[config.mk]
export PLATFORM = sky130hd
export DESIGN_NAME = pba_run_scan
export DESIGN_NICKNAME = d
export VERILOG_FILES = /design/src/rtl/pba_pkg.sv /design/src/rtl/pba_run_scan.sv
export SDC_FILE = /design/constraint.sdc
export NUM_CORES = 1
export LEC_CHECK = 0
export BUFFER_PORTS_ARGS = -buffer_cell sky130_fd_sc_hd__buf_2
export CAP_MARGIN = 20
export CORE_ASPECT_RATIO = 0.7
export CORE_MARGIN = 1.5
export CORE_UTILIZATION = 30
export DETAILED_ROUTE_END_ITERATION = 12
export PLACE_DENSITY_LB_ADDON = 0.08
export SETUP_SLACK_MARGIN = 0.2
export SLEW_MARGIN = 20
export SYNTH_ARGS = -nofsm -noshare
export SYNTH_HDL_FRONTEND = slang
export SYNTH_SLANG_ARGS = --single-unit
[constraint.sdc]
create_clock -name vclk -period 10
set_input_delay 1 -clock vclk [all_inputs]
set_output_delay 1 -clock vclk [all_outputs]
set_load 0.005 [all_outputs]
[src/rtl/pba_pkg.sv]
// Shared constants, types and helper functions of the page bitmap allocator.
`timescale 1ns / 1ps

package pba_pkg;

    // Bitmap geometry: one word holds 32 pages.
    localparam int MapWords  = 1024;
    localparam int WordAddrW = 10;
    localparam int PageW     = 15;
    localparam int CountW    = 16;

    localparam logic [WordAddrW-1:0] LastWord      = WordAddrW'(MapWords - 1);
    localparam logic [16:0]          TotalPages    = 17'(MapWords * 32);
    localparam logic [15:0]          DmaLimitReset = 16'd4096;
    localparam logic [31:0]          AllOnes       = 32'hffff_ffff;

    // Command codes.
    typedef enum logic [2:0] {
        OP_MARK_FREE   = 3'd0,
        OP_MARK_USED   = 3'd1,
        OP_CHECK       = 3'd2,
        OP_ALLOC_PAGE  = 3'd3,
        OP_ALLOC_RANGE = 3'd4,
        OP_ALLOC_DMA   = 3'd5,
        OP_COUNT       = 3'd6,
        OP_NOP         = 3'd7
    } t_op;

    // Result status codes.
    typedef enum logic [1:0] {
        STS_OK         = 2'd0,
        STS_ZERO_COUNT = 2'd1,
        STS_OVERRUN    = 2'd2,
        STS_NO_MEMORY  = 2'd3
    } t_status;

    // Sequencer states.
    typedef enum logic [2:0] {
        ST_CLEAR,
        ST_IDLE,
        ST_SCAN,
        ST_MRD,
        ST_MWR,
        ST_APW,
        ST_DONE
    } t_state;

    // Outcome of examining one bitmap word during a run search.
    typedef struct packed {
        logic                found;
        logic [PageW-1:0]    begin_pg;
        logic [CountW-1:0]   run;
        logic [PageW-1:0]    run_begin;
    } t_run_res;

    // Number of set bits in a word, summed as an adder tree.
    function automatic logic [5:0] popcount32(input logic [31:0] x);
        logic [1:0] l1 [16];
        logic [2:0] l2 [8];
        logic [3:0] l3 [4];
        logic [4:0] l4 [2];
        for (int i = 0; i < 16; i++) l1[i] = {1'b0, x[2*i]} + {1'b0, x[2*i+1]};
        for (int i = 0; i < 8; i++)  l2[i] = {1'b0, l1[2*i]} + {1'b0, l1[2*i+1]};
        for (int i = 0; i < 4; i++)  l3[i] = {1'b0, l2[2*i]} + {1'b0, l2[2*i+1]};
        for (int i = 0; i < 2; i++)  l4[i] = {1'b0, l3[2*i]} + {1'b0, l3[2*i+1]};
        return {1'b0, l4[0]} + {1'b0, l4[1]};
    endfunction

    // Ones from bit lo up to and including bit hi.
    function automatic logic [31:0] range_mask(input logic [4:0] lo, input logic [4:0] hi);
        return (AllOnes << lo) & (AllOnes >> (5'd31 - hi));
    endfunction

    // Position of the lowest set bit; zero when the word is empty.
    function automatic logic [4:0] lowest_set(input logic [31:0] x);
        logic [4:0] pos;
        pos = '0;
        for (int b = 31; b >= 0; b--) begin
            if (x[b]) pos = 5'(b);
        end
        return pos;
    endfunction

endpackage

[src/rtl/pba_run_scan.sv]
// Examines one bitmap word for a run of free pages, carrying a run across words.
`timescale 1ns / 1ps

module pba_run_scan (
    input  logic [31:0]                    i_word,
    input  logic [pba_pkg::WordAddrW-1:0]  i_word_idx,
    input  logic [pba_pkg::CountW-1:0]     i_run,
    input  logic [pba_pkg::PageW-1:0]      i_run_begin,
    input  logic [pba_pkg::CountW-1:0]     i_num,
    output pba_pkg::t_run_res              o_res
);
    import pba_pkg::*;

    logic [5:0]        trail_ones;
    logic [5:0]        lead_ones;
    logic [PageW-1:0]  base_pg;
    logic [PageW-1:0]  cont_begin;
    logic              cont_ok;
    logic              num_small;
    logic [31:0]       run_mask;
    logic [31:0]       fits;
    logic [4:0]        first_fit;

    // Trailing and leading runs of ones in the word.
    always_comb begin
        trail_ones = 6'd32;
        lead_ones  = 6'd32;
        for (int b = 31; b >= 0; b--) begin
            if (!i_word[b]) trail_ones = 6'(b);
        end
        for (int b = 0; b < 32; b++) begin
            if (!i_word[b]) lead_ones = 6'(31 - b);
        end
    end

    assign base_pg    = {i_word_idx, 5'd0};
    assign cont_begin = (i_run == '0) ? base_pg : i_run_begin;
    assign cont_ok    = ({1'b0, i_run} + 17'(trail_ones)) >= {1'b0, i_num};

    // A run that lies wholly inside this word, tried at every start bit.
    assign num_small = (i_num <= 16'd32);
    assign run_mask  = AllOnes >> (6'd32 - i_num[5:0]);

    always_comb begin
        for (int s = 0; s < 32; s++) begin
            fits[s] = num_small && ((7'(s) + i_num[6:0]) <= 7'd32) &&
                      (((i_word >> s) & run_mask) == run_mask);
        end
        first_fit = lowest_set(fits);
    end

    // A run continuing from earlier words always completes before one inside the word.
    always_comb begin
        o_res.found    = cont_ok || (fits != '0);
        o_res.begin_pg = cont_ok ? cont_begin : (base_pg + 15'(first_fit));
        if (i_word == AllOnes) begin
            o_res.run       = i_run + 16'd32;
            o_res.run_begin = cont_begin;
        end else begin
            o_res.run       = 16'(lead_ones);
            o_res.run_begin = base_pg + 15'(6'd32 - lead_ones);
        end
    end

endmodule

==> impl_metrics.csv, run 1 <==
group,metric,value,unit
die,die_h,152,um
sta,final-hold-violation-count,0,
worst_setup_path,path_delay_family,"compound AO/OA/AOI/OAI gates",
route,detailedRoute.firstIterationViolations,2381,
status,status,"finished, final reports clean",
final_layout,final_common_cell,"a21oi_1",
worst_setup_path,cp_num_cells,33,
synth,synth_cell_types,106,
placement,hpwl,43400,um
die,dieArea,0.0327,mm2
final_layout,multi_input_area,0.00858,mm2
die,floorplan.initialDensity,30.5,%
worst_setup_path,cp.arrival,7530,ps
worst_setup_path,worst_ep_required_time,9000,ps
synth,synth_cells,1516,
worst_setup_path,worst-path-buf-inv,5,
placement,io_buffer_count,136,
global_routing,grt_busiest_layer,"met1",
worst_setup_path,slowest_delay,430,ps
worst_setup_path,end_kind,"primary output",
clock_tree,holdBufCountCts,0,
route,drt_pass1_iterations,7,
synth,syn_avg_cell_area,6.26,um2
global_routing,overflow,0,
final_layout,syn_to_final_growth,10.8,%
clock_tree,post_cts_buffers,0,
clock_tree,cts_resized,0,
hold_path,hold_class,"input pin to primary output",
final_layout,ff_latch_area,0,um2
global_routing,grt_pass1_wl,90400,um
worst_setup_path,worstSetupEndpoint,"o_res[44]",
route,drcViolationCount,0,
sta,relSlewSlack,23.7,%
synth,yosys_warnings,0,
final_layout,n_clock_buffer,0,
sta,setup_violations,0,
route,via_per_inst,7.13,
final_layout,final_layout_size_suffix_gt1_share,17.8,%
final_layout,fillerInstances,3469,
synth,synth_nets,1650,
sta,final.setup.tns,0,ps
sta,timing.fmax,117,MHz
worst_setup_path,cp-start-kind,"input pin",
sta,holdWs,2310,ps
sta,period_share,85.3,%
sta,rsz0062_at_grt,"false",
sta,worst_slew_pin_slew,1120,ps
global_routing,grtUsageMet1,51.2,%
global_routing,grt.total_usage,36.1,%
route,dr_total_vias,14025,
route,drt_wl_total,62000,um
worst_setup_path,cp_max_fo,10,
die,die_x,216,um
global_routing,first_global_vias,12795,
sta,report.final.slew_viol_count,0,
die,io_pins,136,
synth,yosysSeqAreaShare,0,%
flow_run,drv_cap,0,
placement,gp_congestion,1.02,
route,wl_per_cell,31.5,um
global_routing,grt.met3_usage,14.5,%
final_layout,final_cell_mix,"a21oi_1, buf_2, nand2_1",
sta,fin_crit,8530,ps
final_layout,nets,1679,
synth,netlist_area,0.00949,mm2
worst_setup_path,slowest_stage,"a21boi_0",
worst_setup_path,crit_type,"input pin to primary output",
die,floorplan.rows,54,
final_layout,final_util,33.8,%
route,antenna_left,0,
final_layout,stdcell_count,1966,
placement,dp_cells,1963,
global_routing,gr-usage-met2,48.5,%
global_routing,grt_max_degree,94,
worst_setup_path,crit_path_start,"i_word[28]",
die,coreArea,0.0311,mm2
global_routing,antenna_found_initial,3,
final_layout,seq_cell_count,0,
## cell families after synthesis
kind of cell    share of synthesized area [%]
compound gates                           49.5
xor+xnor                                 4.88
fa+ha+maj                                6.09
buf+inv                                  10.4
mux                                      2.60
simple gates                             26.6
## cell type report
class	instances	share of cell area, %
Antenna cell	3	0.0714
Inverter	60	2.14
Multi-Input combinational cell	1283	81.5
Tap cell	420	5.00
Timing Repair Buffer	200	11.2
## per-stage QoR
stage / worst slack [ps] / cell area (um2)
6_report: 1470 / 10500
5_1_grt: 849 / 10500
4_1_cts: 1570 / 10500
3_5_place_dp: 1580 / 10500
3_3_place_gp: 1700 / 10500
2_1_floorplan: 2300 / 9490
## per-layer routing
metal  vias to the layer above  share of wire, %
li1                       5943                 -
met1                      6667                42
met2                      1194                38
met3                       219                16
met4                         2               4.5
met5                         -             0.021
## synthesized netlist by cell type (all sizes together), types with 8 or more instances
cell type	count	share of area, %
nand2b	16	1.1
o22a	8	0.74
a21boi	14	1.1
nand4	24	1.6
o221ai	26	2.4
a22oi	8	0.63
nand2	107	4.3
inv	58	2.3
xor2	13	1.2
o2111ai	13	1.2
o21ai	102	5.4
nor2b	17	1.1
a31oi	26	1.7
o31ai	14	1.2
nor4	21	1.6
o22ai	44	2.9
mux2i	11	1.3
or3	24	1.6
o21a	8	0.63
nand3	48	2.5
a2111oi	44	4.4
a21o	16	1.3
clkbuf	100	4.0
nor3	57	3.8
buf	73	4.0
ha	43	5.7
nor2	106	4.3
o211ai	26	2.1
a21oi	209	11
mux2	11	1.3
a211oi	33	2.8
xnor2	39	3.7
## how the worst min path moves through the flow
stage	start	endpoint	slack (ps)	cells past startpoint
2_1_floorplan	i_run[5]	o_res[20]	2030	1
3_3_place_gp	i_run_begin[9]	o_res[40]	2310	3
3_5_place_dp	i_run_begin[6]	o_res[37]	2310	3
4_1_cts	i_run_begin[9]	o_res[40]	2310	3
5_1_grt	i_run_begin[10]	o_res[41]	2330	3
6_report	i_run_begin[9]	o_res[40]	2310	3
==> run 2, diff against run 1 <==
- MAX_ROUTING_LAYER: unset -> met4
==> run 2 against run 1 <==
Effect of this change: hold slack lost 0.58 ps; worst setup slack gained 46 ps; core utilization is 0.26 points lower; non-clock buffer count decreased by 8; critical path depth unchanged; global-route usage rose by 1.1 points; sequential share of layout area did not move; maximum frequency up 0.54%; routed wire length barely moved; cell count fell by 0.46%; via count is 1.2% lower; first-iteration DRC count up 7.4%; critical path type unchanged; largest cell class unchanged; highest routed layer is now met4.
==> impl_metrics.csv, run 2 (synthesis results as in run 1) <==
group,metric,value,unit
sta,final-hold-violation-count,0,
hold_path,hold_path_depth,3,
route,wl_per_cell,31.7,um
die,die_h,152,um
route,drt_pass1_iterations,6,
worst_setup_path,slowest_delay,430,ps
die,floorplan.rows,54,
clock_tree,holdBufCountCts,0,
global_routing,grt.total_usage,37.2,%
sta,worst_slew_pin_slew,1250,ps
sta,relSlewSlack,16.7,%
worst_setup_path,worst_ep_required_time,9000,ps
placement,gp_congestion,1.03,
global_routing,grt_pass1_wl,90700,um
die,coreArea,0.0311,mm2
final_layout,final_layout_size_suffix_gt1_share,17.3,%
clock_tree,cts_resized,0,
sta,setup_violations,0,
final_layout,n_clock_buffer,0,
final_layout,multi_input_area,0.00857,mm2
global_routing,first_global_vias,12777,
status,status,"finished, final reports clean",
route,dr_total_vias,13860,
global_routing,overflow,0,
die,dieArea,0.0327,mm2
sta,final.setup.tns,0,ps
route,via_per_inst,7.08,
route,drt_wl_total,62000,um
worst_setup_path,crit_type,"input pin to primary output",
final_layout,final_cell_mix,"a21oi_1, buf_2, nand2_1",
global_routing,grt_max_degree,157,
sta,rsz0062_at_grt,"false",
route,antenna_left,0,
die,io_pins,136,
worst_setup_path,end_kind,"primary output",
final_layout,final_common_cell,"a21oi_1",
worst_setup_path,cp_max_fo,10,
final_layout,fillerInstances,3530,
route,detailedRoute.firstIterationViolations,2558,
final_layout,syn_to_final_growth,9.98,%
die,floorplan.initialDensity,30.5,%
final_layout,seq_cell_count,0,
placement,hpwl,42900,um
worst_setup_path,slowest_stage,"a31oi_1",
sta,timing.fmax,118,MHz
sta,period_share,84.8,%
final_layout,ff_latch_area,0,um2
sta,fin_crit,8480,ps
die,die_x,216,um
global_routing,antenna_found_initial,1,
sta,report.final.slew_viol_count,0,
worst_setup_path,cp.arrival,7480,ps
final_layout,nets,1671,
placement,io_buffer_count,136,
worst_setup_path,cp-start-kind,"input pin",
flow_run,drv_cap,0,
hold_path,hold_class,"input pin to primary output",
route,drcViolationCount,0,
clock_tree,post_cts_buffers,0,
run 2: cell types whose count changed in the layout (fill, tap and decap cells not counted), sizes merged:
cell / previous run / this run
buf: 200 / 192
diode: 3 / 2
run 2: cell type report:
type               count  area share, %
multi-input cells   1283           82.1
repair buffers       192           10.7
well taps            420           5.04
diodes                 2         0.0480
inverters             60           2.16
run 2: worst paths after layout:
kind	from	endpoint
setup / recovery	i_word[28]	o_res[44]
hold / removal	i_run_begin[8]	o_res[39]
run 2: metal layers:
layer  routed length, um  global-route usage (%)  up-vias
met5                   0                       -        -
met4                2200                    10.6        0
met3                8820                    11.6      198
met2               24400                    49.7     1107
met1               26600                    52.7     6644
li1                    -                       -     5911
run 2: per-stage QoR:
stage	util [%]	std cells	hold slack (ps)	instance area (um2)	worst slack, ps
2_1_floorplan	-	1516	2030	9490	2300
3_3_place_gp	33.4	1955	2310	10400	1800
3_5_place_dp	33.4	1955	2310	10400	1640
4_1_cts	33.4	1955	2310	10400	1620
5_1_grt	33.5	1956	2330	10400	1060
6_report	33.5	1957	2310	10400	1520
run 2: critical path: cells and delay by family:
family	cells	cell delay [ps]
mux	1	400
xor+xnor	1	130
simple gates	5	1030
fa+ha+maj	3	940
compound gates	18	3340
buf+inv	5	630
==> run 3, diff against run 2 <==
- clock period: 10 -> 7.2 ns (I/O delays scaled with it)
==> run 3 against run 2 <==
Effect of this change: via count increased by 3.0%; flip-flop and latch count unchanged; worst setup slack got worse by 1000 ps; cell count rose by 4.4%; sequential share of layout area did not move; die area did not move; global-route usage rose by 0.10 points; critical path depth grew 2; first-iteration DRC count down 7.4%; count of clock-buffer cells in the layout did not move; routed wire length grew 0.51%.
==> impl_metrics.csv, run 3 (synthesis results as in run 1) <==
group,metric,value,unit
status,status,"finished, final reports clean",
placement,pre_cts_slack,-19.2,ps
worst_setup_path,cp_max_fo,5,
final_layout,stdcell_count,2043,
global_routing,grt_max_degree,66,
worst_setup_path,cp-start-kind,"input pin",
worst_setup_path,slowest_delay,330,ps
placement,hpwl,45800,um
sta,timing.fmax,149,MHz
final_layout,syn_to_final_growth,17.9,%
sta,fin_crit,6720,ps
worst_setup_path,end_kind,"primary output",
die,die_x,216,um
hold_path,hold_class,"input pin to primary output",
global_routing,first_global_vias,13016,
final_layout,seq_cell_count,0,
global_routing,grt_busiest_layer,"met1",
die,coreArea,0.0311,mm2
final_layout,final_area,0.0112,mm2
route,detailedRoute.firstIterationViolations,2368,
global_routing,gr-usage-met2,48.0,%
hold_path,hold_path_depth,3,
route,drcViolationCount,0,
route,drt_wl_total,62300,um
global_routing,grt.total_usage,37.3,%
global_routing,antenna_found_initial,0,
hold_path,hold_end,"o_res[40]",
global_routing,grt_pass1_wl,91100,um
sta,period_share,93.3,%
hold_path,hp-start,"i_run_begin[9]",
die,floorplan.rows,54,
global_routing,overflow,0,
worst_setup_path,path_delay_family,"compound AO/OA/AOI/OAI gates",
route,antenna_left,0,
placement,gp_congestion,1.08,
route,wl_per_cell,30.5,um
route,dr_total_vias,14269,
die,dieArea,0.0327,mm2
sta,final-hold-violation-count,0,
worst_setup_path,worst_ep_required_time,6480,ps
final_layout,ff_latch_area,0,um2
sta,setup_violations,0,
final_layout,n_clock_buffer,0,
route,via_per_inst,6.98,
die,floorplan.initialDensity,30.5,%
final_layout,final_common_cell,"a21oi_1",
worst_setup_path,crit_type,"input pin to primary output",
final_layout,final_layout_size_suffix_gt1_share,22.6,%
sta,fin_ws,481,ps
flow_run,drv_cap,0,
sta,worst_slew_pin_slew,1220,ps
worst_setup_path,slowest_stage,"mux2_2",
worst_setup_path,worst-path-buf-inv,6,
global_routing,grtUsageMet1,51.3,%
final_layout,final_cell_mix,"a21oi_1, buf_4, buf_2",
placement,io_buffer_count,136,
global_routing,grt.met3_usage,14.9,%
sta,rsz0062_at_grt,"false",
final_layout,nets,1758,
placement,placed_cell_area,0.0111,mm2
die,die_h,152,um
sta,holdWs,1750,ps
die,io_pins,136,
worst_setup_path,cp.arrival,6000,ps
sta,report.final.slew_viol_count,0,
route,drt_pass1_iterations,8,
sta,relSlewSlack,16.4,%
placement,dp_cells,2037,
[run 3: per-stage QoR]
| step | setup TNS [ps] | utilization, % |
|---|---|---|
| floorplan | 0 | - |
| global placement | -142 | 35.4 |
| detailed placement | -140 | 35.5 |
| CTS | 0 | 35.5 |
| global route | 0 | 35.9 |
| finish | 0 | 35.9 |
[run 3: how the worst max path moves through the flow]
stage	cells after the start	start	end	slack, ps
3_3_place_gp	34	i_word[31]	o_res[45]	-20
3_5_place_dp	34	i_word[31]	o_res[44]	-20
2_1_floorplan	32	i_word[26]	o_res[36]	260
6_report	35	i_word[31]	o_res[44]	480
4_1_cts	34	i_word[31]	o_res[44]	200
5_1_grt	35	i_word[31]	o_res[44]	190
[run 3: worst min-delay path, cell delays in order]
cell and delay, ps:
buf_2 80, mux2_2 130, buf_2 100
[run 3: per-layer routing]
layer,vias to the layer above,part of all wire (%)
met5,-,0
met4,0,4.9
met3,286,16
met2,1181,37
met1,6703,42
li1,6099,-
[run 3: cell type report]
class / instances / area (um2)
Fill cell: 3409 / 20000
Multi-Input combinational cell: 1283 / 8620
Timing Repair Buffer: 279 / 1810
Tap cell: 420 / 526
Inverter: 60 / 225
Antenna cell: 1 / 2.50
[run 3: timing repair]
item,4_1_cts,5_1_grt
pin swaps,3,19
hold buffers,0,0
resized for setup,5,25
gates cloned,0,1
setup endpoints to repair,16,17
setup buffers,0,4
